<file path="src/rtl/pglm_pkg.sv">
`default_nettype none
// ----------------------------------------------------------------------------
// pglm_pkg
// Shared types and constants for the pixel gamma table / mean colour block.
// ----------------------------------------------------------------------------
package pglm_pkg;

   localparam int MAX_PIXELS = 16777216;
   localparam int CNT_W      = $clog2(MAX_PIXELS + 1);
   localparam int SUM_W      = $clog2(longint'(MAX_PIXELS) * 255 + 1);

   localparam int PIX_W      = 8;
   localparam int TBL_DEPTH  = 256;
   localparam int TBL_AW     = $clog2(TBL_DEPTH);
   localparam int CHANNELS   = 3;

   localparam int FRAC_W     = 8;
   localparam int MEAN_W     = 16;
   localparam int MEAN_MAX   = 255 << FRAC_W;
   localparam int DIV_STEPS  = MEAN_W;
   localparam int DIV_CW     = $clog2(DIV_STEPS);

   localparam int CMD_DEPTH  = 4;
   localparam int CMD_PW     = $clog2(CMD_DEPTH);
   localparam int CMD_CW     = $clog2(CMD_DEPTH + 1);
   localparam int OUT_DEPTH  = 4;
   localparam int OUT_PW     = $clog2(OUT_DEPTH);
   localparam int OUT_CW     = $clog2(OUT_DEPTH + 1);

   localparam int CSR_AW     = 3;
   localparam int CSR_DW     = 32;
   localparam int CSR_IW     = CSR_AW - 2;

   localparam logic [CSR_IW-1:0] REG_GAMMA_BYPASS = CSR_IW'(0);

   localparam logic ACT_LOAD  = 1'b0;
   localparam logic ACT_PIXEL = 1'b1;

   typedef struct packed {
      logic             action;
      logic [TBL_AW-1:0] table_index;
      logic [PIX_W-1:0] table_value;
      logic [PIX_W-1:0] red;
      logic [PIX_W-1:0] green;
      logic [PIX_W-1:0] blue;
      logic [PIX_W-1:0] alpha;
      logic             last_pixel;
   } req_type;

   typedef struct packed {
      logic [PIX_W-1:0]  out_red;
      logic [PIX_W-1:0]  out_green;
      logic [PIX_W-1:0]  out_blue;
      logic [PIX_W-1:0]  out_alpha;
      logic [MEAN_W-1:0] mean_red;
      logic [MEAN_W-1:0] mean_green;
      logic [MEAN_W-1:0] mean_blue;
      logic              image_done;
   } rsp_type;

   // classified item as held in the command queue
   typedef struct packed {
      logic              is_pixel;
      logic              last;
      logic [TBL_AW-1:0] tbl_index;
      logic [PIX_W-1:0]  tbl_value;
      logic [PIX_W-1:0]  red;
      logic [PIX_W-1:0]  green;
      logic [PIX_W-1:0]  blue;
      logic [PIX_W-1:0]  alpha;
   } cmd_type;

   typedef struct packed {
      logic              div_busy;
      logic              hold_valid;
      logic [OUT_CW-1:0] out_count;
   } back_status_type;

endpackage
`default_nettype wire

</file>
<file path="src/rtl/pglm_front.sv">
`default_nettype none
// ----------------------------------------------------------------------------
// pglm_front
// Input side: takes items, sorts table loads from pixels and queues them
// for the back end.
// ----------------------------------------------------------------------------
module pglm_front (
   input  logic              clock,
   input  logic              reset,
   input  logic              push,
   output logic              full,
   input  pglm_pkg::req_type req_data,
   output logic              cmd_valid,
   output pglm_pkg::cmd_type cmd_data,
   input  logic              cmd_pop
);

   pglm_pkg::cmd_type             queue_ff [pglm_pkg::CMD_DEPTH];
   pglm_pkg::cmd_type             cmd_in;
   logic [pglm_pkg::CMD_PW-1:0]   wr_ptr_ff, wr_ptr_in;
   logic [pglm_pkg::CMD_PW-1:0]   rd_ptr_ff, rd_ptr_in;
   logic [pglm_pkg::CMD_CW-1:0]   count_ff, count_in;
   logic                          accept;
   logic                          take;

   assign full      = (count_ff == pglm_pkg::CMD_CW'(pglm_pkg::CMD_DEPTH));
   assign cmd_valid = (count_ff != '0);
   assign accept    = push && !full;
   assign take      = cmd_pop && cmd_valid;
   assign cmd_data  = queue_ff[rd_ptr_ff];

   always_comb begin
      cmd_in.is_pixel  = (req_data.action == pglm_pkg::ACT_PIXEL);
      cmd_in.last      = (req_data.action == pglm_pkg::ACT_PIXEL) && req_data.last_pixel;
      cmd_in.tbl_index = req_data.table_index;
      cmd_in.tbl_value = req_data.table_value;
      cmd_in.red       = req_data.red;
      cmd_in.green     = req_data.green;
      cmd_in.blue      = req_data.blue;
      cmd_in.alpha     = req_data.alpha;
   end

   always_comb begin
      wr_ptr_in = wr_ptr_ff;
      rd_ptr_in = rd_ptr_ff;
      if (accept) begin
         wr_ptr_in = (wr_ptr_ff == pglm_pkg::CMD_PW'(pglm_pkg::CMD_DEPTH - 1)) ?
                     '0 : wr_ptr_ff + 1'b1;
      end
      if (take) begin
         rd_ptr_in = (rd_ptr_ff == pglm_pkg::CMD_PW'(pglm_pkg::CMD_DEPTH - 1)) ?
                     '0 : rd_ptr_ff + 1'b1;
      end
      unique case ({accept, take})
         2'b10:   count_in = count_ff + 1'b1;
         2'b01:   count_in = count_ff - 1'b1;
         default: count_in = count_ff;
      endcase
   end

   always_ff @(posedge clock) begin
      if (reset) begin
         wr_ptr_ff <= '0;
         rd_ptr_ff <= '0;
         count_ff  <= '0;
      end else begin
         wr_ptr_ff <= wr_ptr_in;
         rd_ptr_ff <= rd_ptr_in;
         count_ff  <= count_in;
      end
      if (accept) begin
         queue_ff[wr_ptr_ff] <= cmd_in;
      end
   end

endmodule
`default_nettype wire

</file>
<file path="config.mk">
export PLATFORM = sky130hd
export DESIGN_NAME = pglm_front
export DESIGN_NICKNAME = d
export VERILOG_FILES = /design/src/rtl/pglm_pkg.sv /design/src/rtl/pglm_front.sv
export SDC_FILE = /design/constraint.sdc
export NUM_CORES = 1
export LEC_CHECK = 0
export BUFFER_PORTS_ARGS = -buffer_cell sky130_fd_sc_hd__buf_2
export CORE_MARGIN = 2
export CORE_UTILIZATION = 40
export CTS_CLUSTER_SIZE = 8
export DETAILED_ROUTE_END_ITERATION = 8
export MAX_ROUTING_LAYER = met4
export PLACE_DENSITY = 0.63
export RECOVER_POWER = 100
export SETUP_SLACK_MARGIN = 0.4
export SLEW_MARGIN = 0
export SYNTH_ARGS = -nofsm -noshare
export SYNTH_HDL_FRONTEND = slang
export SYNTH_SLANG_ARGS = --single-unit
</file>
<file path="constraint.sdc">
create_clock -name clock -period 7.3 [get_ports clock]
set_clock_uncertainty 0.15 [all_clocks]
set_input_delay 0.73 -clock clock [delete_from_list [all_inputs] [get_ports clock]]
set_output_delay 0.73 -clock clock [all_outputs]
set_load 0.01 [all_outputs]
</file>
==> results of run 1 <==
[worst min-delay path by stage]
stage / to / slack, ps / depth (start not counted)
after global routing: queue_ff[0][22] / 300 / 1
after CTS: queue_ff[1][19] / 250 / 1
after detailed placement: flop / 340 / 2
after global placement: flop / 310 / 2
after floorplan: flop / 310 / 2
final: queue_ff[3][19] / 310 / 1
[per-stage QoR]
step	total power, W	hold WS [ps]	cell area, sq um
floorplan	0.00191	313	7700
global placement	0.00212	310	8520
detailed placement	0.00214	337	8520
CTS	0.00335	250	9350
global route	0.00343	300	9210
finish	0.00327	311	9210
[state kept, by name, indices dropped and copies added, names as in the netlist, named ones only]
register and count:
rd_ptr_ff 2, queue_ff 200, wr_ptr_ff 2, count_ff 3
[critical path: cells and delay by family, from the launching register on]
family        cells  cell delay [ps]
simple gates      2              520
buf+inv           1             2450
flops             1              400
[final cells by class]
type,count,area [sq um]
diodes,1,2.50
fillers,1567,9630
repair buffers,110,423
multi-input cells,86,1410
inverters,8,30.0
clock inverters,1,8.76
clock buffers,42,817
well taps,260,325
flip-flops and latches,209,6190
[Yosys cell counts]
cell,count
inv_1,8
nand3_1,2
and3_1,1
and2_1,1
o21ai_0,1
mux4_2,50
and3_2,3
or3_2,2
dfxtp_1,9
a21oi_1,4
nor3_1,1
ha_1,6
buf_4,5
nand2_1,1
edfxtp_1,200
o31ai_2,1
xor2_1,2
and2_4,1
mux2i_1,1
clkbuf_1,4
nor2_1,4
buf_6,1
or3_1,1
a21o_1,1
buf_1,3
buf_2,1
or3b_1,1
o31ai_1,1
fa_1,1
[routing by layer]
| layer | up-vias | routed length [um] | share of wire, % | global-route usage [%] |
|---|---|---|---|---|
| met2 | 116 | 6950 | 50 | 23.2 |
| met3 | 29 | 915 | 6.6 | 3.89 |
| met4 | 0 | 239 | 1.7 | 3.80 |
| li1 | 1587 | - | - | - |
| met1 | 1821 | 5800 | 42 | 17.9 |
| met5 | - | 0 | 0 | - |
[kinds of logic after synthesis]
| family | synth area share, % |
|---|---|
| flops | 80.3 |
| simple gates | 1.40 |
| mux | 14.7 |
| buf+inv | 1.43 |
| fa+ha+maj | 1.23 |
| xor+xnor | 0.227 |
| compound gates | 0.682 |
[power by group]
part,switching (W),internal (W),leakage [nW]
Sequential,0.0000899,0.00146,1.91
Clock,0.000441,0.000757,0.399
Combinational,0.000276,0.000252,0.572
Total,0.000807,0.00247,2.88
[cell usage in the layout, fill, tap and decap left out]
master       n
edfxtp_1   200
clkbuf_1   115
mux4_2      50
clkbuf_16   31
inv_1        8
dfxtp_1      7
ha_1         6
buf_2        5
and3_2       4
nor2_1       4
a21oi_1      4
and2_0       2
or3_2        2
xor2_1       2
nand3_1      2
diode_2      1
o31ai_1      1
or3b_1       1
nor3_1       1
o31ai_2      1
or3_1        1
nand2_1      1
mux2i_1      1
a21o_1       1
o21ai_0      1
fa_1         1
dfxtp_4      1
dfxtp_2      1
clkinv_4     1
buf_4        1
==> impl_metrics.csv, run 1 <==
group,metric,value,unit
timing,finalSetupViolCount,0,
synth,synth_cells,317,
placed_design,dp.final_hpwl,7480,um
route,drc,0,
outcome,failed_checks,"max-capacitance violations, max-slew violations",
timing,slew_headroom,-132,%
clock_tree,cts_htree_levels,1,
route,first_pass_iters,4,
clock_tree,tritoncts,"built",
critical_path,critical_path.max_stage_delay,2450,ps
synth,synth_top_cells_by_area,"edfxtp_1 (78%), mux4_2 (15%), dfxtp_1 (2.3%)",
timing,final.min_clock_period,4030,ps
timing,worst_pin_slew,3480,ps
route,first_iter_violations,154,
critical_path,cp_max_fo,50,
global_route,grt_max_degree,51,
pwr,vdd_drop_max,0.000233,V
critical_path,critical_path_class,"flop to flop",
synth,netlist_area,0.00770,sq mm
timing,fin_crit_sh,55.2,%
floorplanning,fp.dieH,143,um
worst_hold_path,min_from,"req_data[20]",
layout,nets,506,
route,vias,3553,
worst_hold_path,hp-class,"input pin to flop",
critical_path,cp-end-kind,"flop",
critical_path,rr_endpoint,"queue_ff[0][49]",
run,cap_violations,4,
critical_path,cp.required,7190,ps
critical_path,crit_slowest_cell,"clkbuf_1",
synth,yosys_warnings,0,
layout,stdcell_count,717,
critical_path,rrSetupSlack,3270,ps
critical_path,r2r-start,"count_ff[1]",
critical_path,crit_arrival,3920,ps
clock_tree,cts_buffers,30,
placed_design,post-place-ws,4450,ps
synth,ys_seq_area_share,80.3,%
critical_path,worst_r2r_path_depth,3,
clock_tree,cts_root_buf,"clkbuf_16",
synth,synth_top_area_share,77.9,%
pwr,p_leak,2.88,nW
global_route,antenna_found_initial,1,
layout,finalCoreUtilization,48.9,%
clock_tree,cts_resized,0,
route,totalWireLength,13900,um
layout,synthToLayoutAreaGrowth,19.5,%
timing,finalMaxSlewViolations,204,
floorplanning,die-area,0.0204,sq mm
placed_design,place.gp.congestion,0.710,
global_route,grt_pass1_vias,3831,
floorplanning,die_w,143,um
clock_tree,worstSkewPairLatency,520,ps
timing,setup_ws,3270,ps
timing,rsz0062_at_grt,"false",
timing,max_freq,248,MHz
route,postRouteAntennaNets,0,
floorplanning,start_util,40.9,%
critical_path,worstPathCellList,"or3b_1 > and3_2 > clkbuf_1",
global_route,grt_pass1_wl,21300,um
timing,hold_violations,0,
synth,avgSynthCellArea,24.3,sq um
clock_tree,clk_pin_slew,50,ps
placed_design,port_buffers,105,
clock_tree,clock_path_buffers,3,
critical_path,critPathCapture,"queue_ff[0][49]",
critical_path,startpoint_type,"flop",
floorplanning,pin_count,106,
synth,yosysTopAreaCell,"edfxtp_1",
critical_path,crit_start,"count_ff[1]",
floorplanning,core.rowCount,50,
layout,drive_above_1_share,21.3,%
global_route,track_usage,14.3,%
route,via_per_inst,4.96,
synth,synth_fp_nets,378,
clock_tree,post-cts-setup-buffers,0,
pwr,power_density,355,mW/mm^2
global_route,grt_overflow,0,
clock_tree,hold_buffers,0,
synth,ys_ff_latch,209,
floorplanning,core,0.0188,sq mm
synth,synthDistinctLibCells,29,
clock_tree,cts_num_sinks,209,
outcome,status,"complete, but fails checks",
route,drt-wirelength-per-cell,19.4,um
timing,fin_tns_setup,0,ps
placed_design,place_inst,673,
Power figures use the tool's default switching activity.
==> run 2, diff against run 1 <==
==> constraint.sdc (replaced) <==
create_clock -name clock -period 3.9 [get_ports clock]
set_clock_uncertainty 0.15 [all_clocks]
set_input_delay 0.39 -clock clock [delete_from_list [all_inputs] [get_ports clock]]
set_output_delay 0.39 -clock clock [all_outputs]
set_load 0.01 [all_outputs]
==> run 2 against run 1 <==
Effect of this change:
- the run still ends with max-capacitance violations, max-slew violations left
- combinational power is 100% higher
- clock-buffer cell count unchanged
- core utilization is 2.9 points higher
- global-route usage increased by 0.31 points
- highest routed layer unchanged
==> impl_metrics.csv, run 2 (synthesis gave the netlist of run 1 again) <==
group,metric,value,unit
clock_tree,cts_num_sinks,209,
route,first_iter_violations,173,
global_route,track_usage,14.6,%
timing,fin_crit_sh,83.1,%
clock_tree,worstSkewPairLatency,520,ps
pwr,vdd_drop_max,0.000379,V
clock_tree,hold_buffers,50,
floorplanning,die-area,0.0204,sq mm
route,vias,3767,
worst_hold_path,min_from,"push",
critical_path,rrSetupSlack,660,ps
timing,fin_tns_setup,0,ps
critical_path,worstPathCellList,"or3b_1 > and3_1 > buf_4",
placed_design,dp.final_hpwl,8270,um
critical_path,cp.required,3970,ps
critical_path,crit_slowest_cell,"and3_1",
critical_path,startpoint_type,"flop",
critical_path,critical_path.max_stage_delay,1700,ps
timing,finalMaxSlewViolations,120,
run,cap_violations,3,
layout,nets,562,
critical_path,cp_max_fo,40,
layout,drive_above_1_share,20.7,%
pwr,switchingPower,0.00154,W
clock_tree,post-cts-setup-buffers,0,
timing,rsz0062_at_grt,"false",
critical_path,critical_path_class,"flop to flop",
layout,multiInputGateArea,0.00140,sq mm
worst_hold_path,hp-class,"input pin to flop",
route,postRouteAntennaNets,0,
pwr,swShare,25.0,%
clock_tree,clk_pin_slew,50,ps
outcome,failed_checks,"max-capacitance violations, max-slew violations",
route,first_pass_iters,4,
pwr,p_int,0.00463,W
layout,fill_cells,1527,
layout,stdcell_count,774,
global_route,antenna_found_initial,1,
clock_tree,tritoncts,"built",
global_route,gr-usage-met2,24.6,%
floorplanning,core,0.0188,sq mm
pwr,p_leak,3.14,nW
clock_tree,cts_buffers,30,
global_route,busiest_layer,"met2",
timing,max_freq,309,MHz
timing,worst_pin_slew,2210,ps
route,drt-wirelength-per-cell,18.4,um
timing,setup_ws,660,ps
clock_tree,cts_resized,0,
placed_design,port_buffers,105,
floorplanning,core.rowCount,50,
pwr,power.share.clock,36.1,%
timing,final.min_clock_period,3240,ps
critical_path,r2r-start,"count_ff[0]",
route,drc,0,
global_route,grt_pass1_vias,4140,
global_route,grt_util_met3,3.15,%
layout,final_common_cell,"edfxtp_1",
placed_design,place.gp.congestion,0.746,
outcome,status,"complete, but fails checks",
floorplanning,die_w,143,um
timing,finalSetupViolCount,0,
critical_path,cp-end-kind,"flop",
global_route,met1_usage,17.7,%
placed_design,post-place-ws,1170,ps
floorplanning,fp.dieH,143,um
layout,synthToLayoutAreaGrowth,26.6,%
floorplanning,pin_count,106,
global_route,grt_overflow,0,
pwr,seq_power_share,46.4,%
clock_tree,cts_root_buf,"clkbuf_16",
route,via_per_inst,4.87,
pwr,p_comb_share,17.5,%
route,totalWireLength,14300,um
critical_path,crit_start,"count_ff[0]",
global_route,grt_max_degree,41,
placed_design,place_inst,679,
global_route,grt_pass1_wl,21900,um
layout,layout_common_cells,"edfxtp_1 (200), clkbuf_1 (109), mux4_2 (50), dlygate4sd3_1 (50), clkbuf_16 (30)",
pwr,power_density,632,mW/mm^2
clock_tree,cts_htree_levels,1,
floorplanning,start_util,40.9,%
layout,ff_latch_area,0.00619,sq mm
timing,slew_headroom,-47.2,%
layout,largest_register_ffs,200,
layout,reg_top3,"queue_ff (200), count_ff (3)",
timing,hold_violations,0,
critical_path,crit_arrival,3310,ps
layout,largest_register,"queue_ff",
clock_tree,clock_path_buffers,3,
-- run 2: cell types whose count changed in the layout (fill, tap and decap cells not counted) --
cell           before  now
dlygate4sd3_1       0   50
buf_4               1    9
clkbuf_1          115  109
and3_1              0    4
and3_2              4    0
buf_2               5    9
clkbuf_16          31   30
clkbuf_2            0    1
clkinv_8            0    1
-- run 2: final cells by class --
type,instances,share of cell area [%]
flip-flops and latches,209,63.5
multi-input cells,86,14.4
repair buffers,166,10.1
clock buffers,42,8.16
well taps,260,3.34
inverters,8,0.308
clock inverters,2,0.257
diodes,1,0.0257
-- run 2: power groups by stage --
stage                     logic [W]  clock network [W]  registers (W)
final                       0.00108            0.00223        0.00286
after global routing        0.00117            0.00239        0.00289
after CTS                   0.00116            0.00230        0.00287
after detailed placement    0.00112                  0        0.00291
after global placement      0.00110                  0        0.00289
after floorplan            0.000800                  0        0.00278
-- run 2: worst paths after layout --
| path | depth (start not counted) | endpoint |
|---|---|---|
| setup / recovery | 3 | queue_ff[2][32] |
| setup reg to reg | 3 | queue_ff[2][32] |
| hold reg to reg | 2 | flop |
| hold / removal | 3 | wr_ptr_ff[0] |
-- run 2: worst max-delay path, delay by kind of cell (launching register included) --
family / cells / cell delay (ps)
and+or+nand+nor: 2 / 1990
DFF: 1 / 400
buffers and inverters: 1 / 400
-- run 2: per-stage QoR --
step | utilization, % | cell area (sq um) | total power, W | hold WS (ps)
after global routing | 51.8 | 9750 | 0.00645 | 36.7
after floorplan | - | 7700 | 0.00358 | 313
after global placement | 45.5 | 8580 | 0.00399 | 311
final | 51.8 | 9750 | 0.00617 | 55.0
after CTS | 52.6 | 9900 | 0.00632 | 22.9
after detailed placement | 45.5 | 8580 | 0.00402 | 336
-- run 2: per-layer routing --
metal  up-vias  share of wire, %
met5         -                 0
met4         0               1.9
met3        25               4.7
met2        96                50
met1      1943                43
li1       1703                 -
==> run 3, diff against run 2 <==
--- a/config.mk
+++ b/config.mk
@@ -5,13 +5,14 @@
 export SDC_FILE = /design/constraint.sdc
 export NUM_CORES = 1
 export LEC_CHECK = 0
+export ABC_AREA = 1
 export BUFFER_PORTS_ARGS = -buffer_cell sky130_fd_sc_hd__buf_2
 export CORE_MARGIN = 2
 export CORE_UTILIZATION = 40
 export CTS_CLUSTER_SIZE = 8
 export DETAILED_ROUTE_END_ITERATION = 8
 export MAX_ROUTING_LAYER = met4
-export PLACE_DENSITY = 0.63
+export PLACE_DENSITY = 0.65
 export RECOVER_POWER = 100
 export SETUP_SLACK_MARGIN = 0.4
 export SLEW_MARGIN = 0
==> constraint.sdc (replaced) <==
create_clock -name clock -period 2.9 [get_ports clock]
set_clock_uncertainty 0.15 [all_clocks]
set_input_delay 0.29 -clock clock [delete_from_list [all_inputs] [get_ports clock]]
set_output_delay 0.29 -clock clock [all_outputs]
set_load 0.01 [all_outputs]
==> run 3 against run 2 <==
Effect of this change:
- the run now ends clean
- sequential share of layout area is 1.8 points lower
- critical endpoint is now cmd_data[40]
- worst setup slack worse by 320 ps
- highest routed layer unchanged
- synthesized cell count is 75% higher
- clock power is 36% higher
==> impl_metrics.csv, run 3 <==
group,metric,value,unit
outcome,status,"complete, no violations",
timing,fin_crit_sh,88.2,%
critical_path,rrSetupSlack,410,ps
placed_design,post-place-ws,728,ps
critical_path,critical_path_class,"flop to primary output",
synth,synthDistinctLibCells,24,
synth,synth_common_cells,"edfxtp_1 (200), nor2_1 (113), o21ai_1 (60), o22ai_1 (50), o21ai_0 (42)",
floorplanning,die-area,0.0213,sq mm
layout,largest_register,"queue_ff",
synth,synth_edf_count,200,
layout,fill_cells,1719,
floorplanning,core,0.0196,sq mm
layout,nets,788,
critical_path,cp-end-kind,"primary output",
global_route,grt_max_degree,101,
critical_path,cp.required,2460,ps
critical_path,crit_family,"flip-flops",
synth,ys_ff_latch,209,
layout,final_common_cell,"edfxtp_1",
layout,synthToLayoutAreaGrowth,24.5,%
layout,reg_top3,"queue_ff (200), count_ff (3)",
timing,rsz0062_at_grt,"false",
placed_design,dp.final_hpwl,9660,um
pwr,vdd_drop_max,0.000439,V
floorplanning,start_util,41.1,%
placed_design,place_inst,903,
clock_tree,clk_pin_slew,50,ps
critical_path,worstPathCellList,"buf_4 > o21ai_0 > o22ai_1 > clkbuf_1",
clock_tree,cts_root_buf,"clkbuf_16",
route,first_pass_iters,4,
clock_tree,worstSkewPairLatency,520,ps
layout,multiInputGateArea,0.00147,sq mm
global_route,grt_pass1_wl,28300,um
synth,synth_top_area_share,74.5,%
placed_design,place.gp.congestion,0.819,
global_route,grt_overflow,0,
synth,yosys_warnings,0,
pwr,p_total,0.00913,W
timing,worst_pin_slew,861,ps
floorplanning,pin_count,106,
route,totalWireLength,17900,um
critical_path,r2r-start,"count_ff[1]",
critical_path,rr_endpoint,"queue_ff[2][46]",
layout,finalCoreUtilization,51.2,%
layout,ff_latch_area,0.00619,sq mm
run,cap_violations,0,
timing,final.min_clock_period,2560,ps
route,postRouteAntennaNets,0,
layout,layout_common_cells,"edfxtp_1 (200), nor2_1 (109), o21ai_0 (75)",
layout,stdcell_count,1003,
clock_tree,cts_buffers,30,
synth,synth_top_cells_by_area,"edfxtp_1 (75%), nor2_1 (5.3%), o22ai_1 (3.9%)",
critical_path,startpoint_type,"flop",
synth,yosysMostFrequentCell,"edfxtp_1",
timing,max_freq,391,MHz
clock_tree,tritoncts,"built",
synth,ys_seq_area_share,76.8,%
global_route,grt_pass1_vias,5500,
critical_path,crit_slowest_cell,"dfxtp_2",
critical_path,cp.buffers_inverters,2,
timing,hold_violations,0,
critical_path,critical_path.max_stage_delay,710,ps
floorplanning,die_w,146,um
route,via_per_inst,5.14,
worst_hold_path,hold_depth,2,
timing,holdWs,371,ps
timing,finalMaxSlewViolations,0,
synth,netlist_area,0.00806,sq mm
pwr,p_leak,3.48,nW
clock_tree,cts_num_sinks,209,
timing,setup_ws,341,ps
global_route,track_usage,17.2,%
synth,ys.flop_type,"edfxtp_1",
synth,avgSynthCellArea,14.5,sq um
clock_tree,cts_htree_levels,1,
worst_hold_path,hp-class,"flop to flop",
worst_hold_path,min_from,"rd_ptr_ff[1]",
placed_design,port_buffers,105,
critical_path,crit_arrival,2120,ps
route,first_iter_violations,313,
route,drc,0,
timing,finalSetupViolCount,0,
timing,slew_headroom,42.5,%
critical_path,worst_r2r_path_depth,5,
global_route,antenna_found_initial,0,
route,drt-wirelength-per-cell,17.8,um
layout,largest_register_ffs,200,
synth,async_flop_share,0,%
synth,yosysTopAreaCell,"edfxtp_1",
synth,synth_fp_nets,617,
floorplanning,fp.dieH,146,um
synth,synth_cells,556,
route,vias,5153,
floorplanning,core.rowCount,51,
pwr,power_density,910,mW/mm^2
layout,n_antenna_cell,0,
clock_tree,clock_path_buffers,3,
critical_path,cp_max_fo,18,
layout,drive_above_1_share,13.0,%
[run 3: cell count changes after synthesis, moves of 9 or more]
cell and change:
inv_1 +9, buf_2 +9, o21ai_0 +41, o22ai_1 +50, o21ai_1 +60, mux4_2 -50, nand2_1 +13, nor2_1 +109
[run 3: layout make-up]
class	count	area share (%)
clock buffer	42	8.14
tap	265	3.30
inverter	20	0.923
multi-input combinational	296	14.7
timing repair buffer	170	11.2
sequential	209	61.7
clock inverter	1	0.0873
[run 3: layer usage]
metal / global-route usage (%) / up-vias / wire [um]
met1: 20.5 / 2572 / 7580
met3: 3.54 / 26 / 992
met4: 4.90 / 0 / 257
met2: 29.7 / 150 / 9050
met5: - / - / 0
li1: - / 2405 / -
[run 3: kinds of logic (layout without fill, tap and decap cells)]
family	after synthesis	count (layout)	synth area share [%]
AND/OR/NAND/NOR	133	133	6.40
AO/OA/AOI/OAI	156	156	10.5
flip-flops	209	209	76.8
adder cells (fa/ha/maj)	7	7	1.18
buffers and inverters	51	233	5.20
[run 3: worst reg2reg max path, cell delays in order (launching register included)]
cell and delay, ps:
dfxtp_1 350, nor2_1 70, nand2_1 130, nand2_1 260, nor2_4 440, clkbuf_4 640
[run 3: stage by stage]
stage	cell area (sq um)	setup TNS, ps
5_1_grt	10000	0
4_1_cts	10100	0
6_report	10000	0
3_5_place_dp	8730	0
3_3_place_gp	8730	0
2_1_floorplan	8060	-81920
[run 3: power by group]
group          internal [W]  leakage (nW)  switching (W)  total (W)
Combinational      0.000785          1.17        0.00154    0.00233
Sequential          0.00364          1.91       0.000125    0.00377
Clock               0.00191         0.399        0.00113    0.00304
[run 3: how the worst max path moves through the flow]
stage                     cells past startpoint   startpoint  slack (ps)              to
after floorplan                               4  count_ff[1]        -410  queue_ff[0][0]
after global placement                        5         flop         760     cmd_data[0]
after detailed placement                      5         flop         730    cmd_data[37]
after CTS                                     4         flop         420    cmd_data[46]
after global routing                          4         flop         220     cmd_data[0]
final                                         4         flop         340    cmd_data[40]
[run 3: timing repair]
action,in CTS,in global routing
setup buffers,2,0
resized for setup,1,3
endpoints found under the setup margin,50,18
hold endpoints to repair,209,0
hold buffers,55,0
pin swaps,0,0
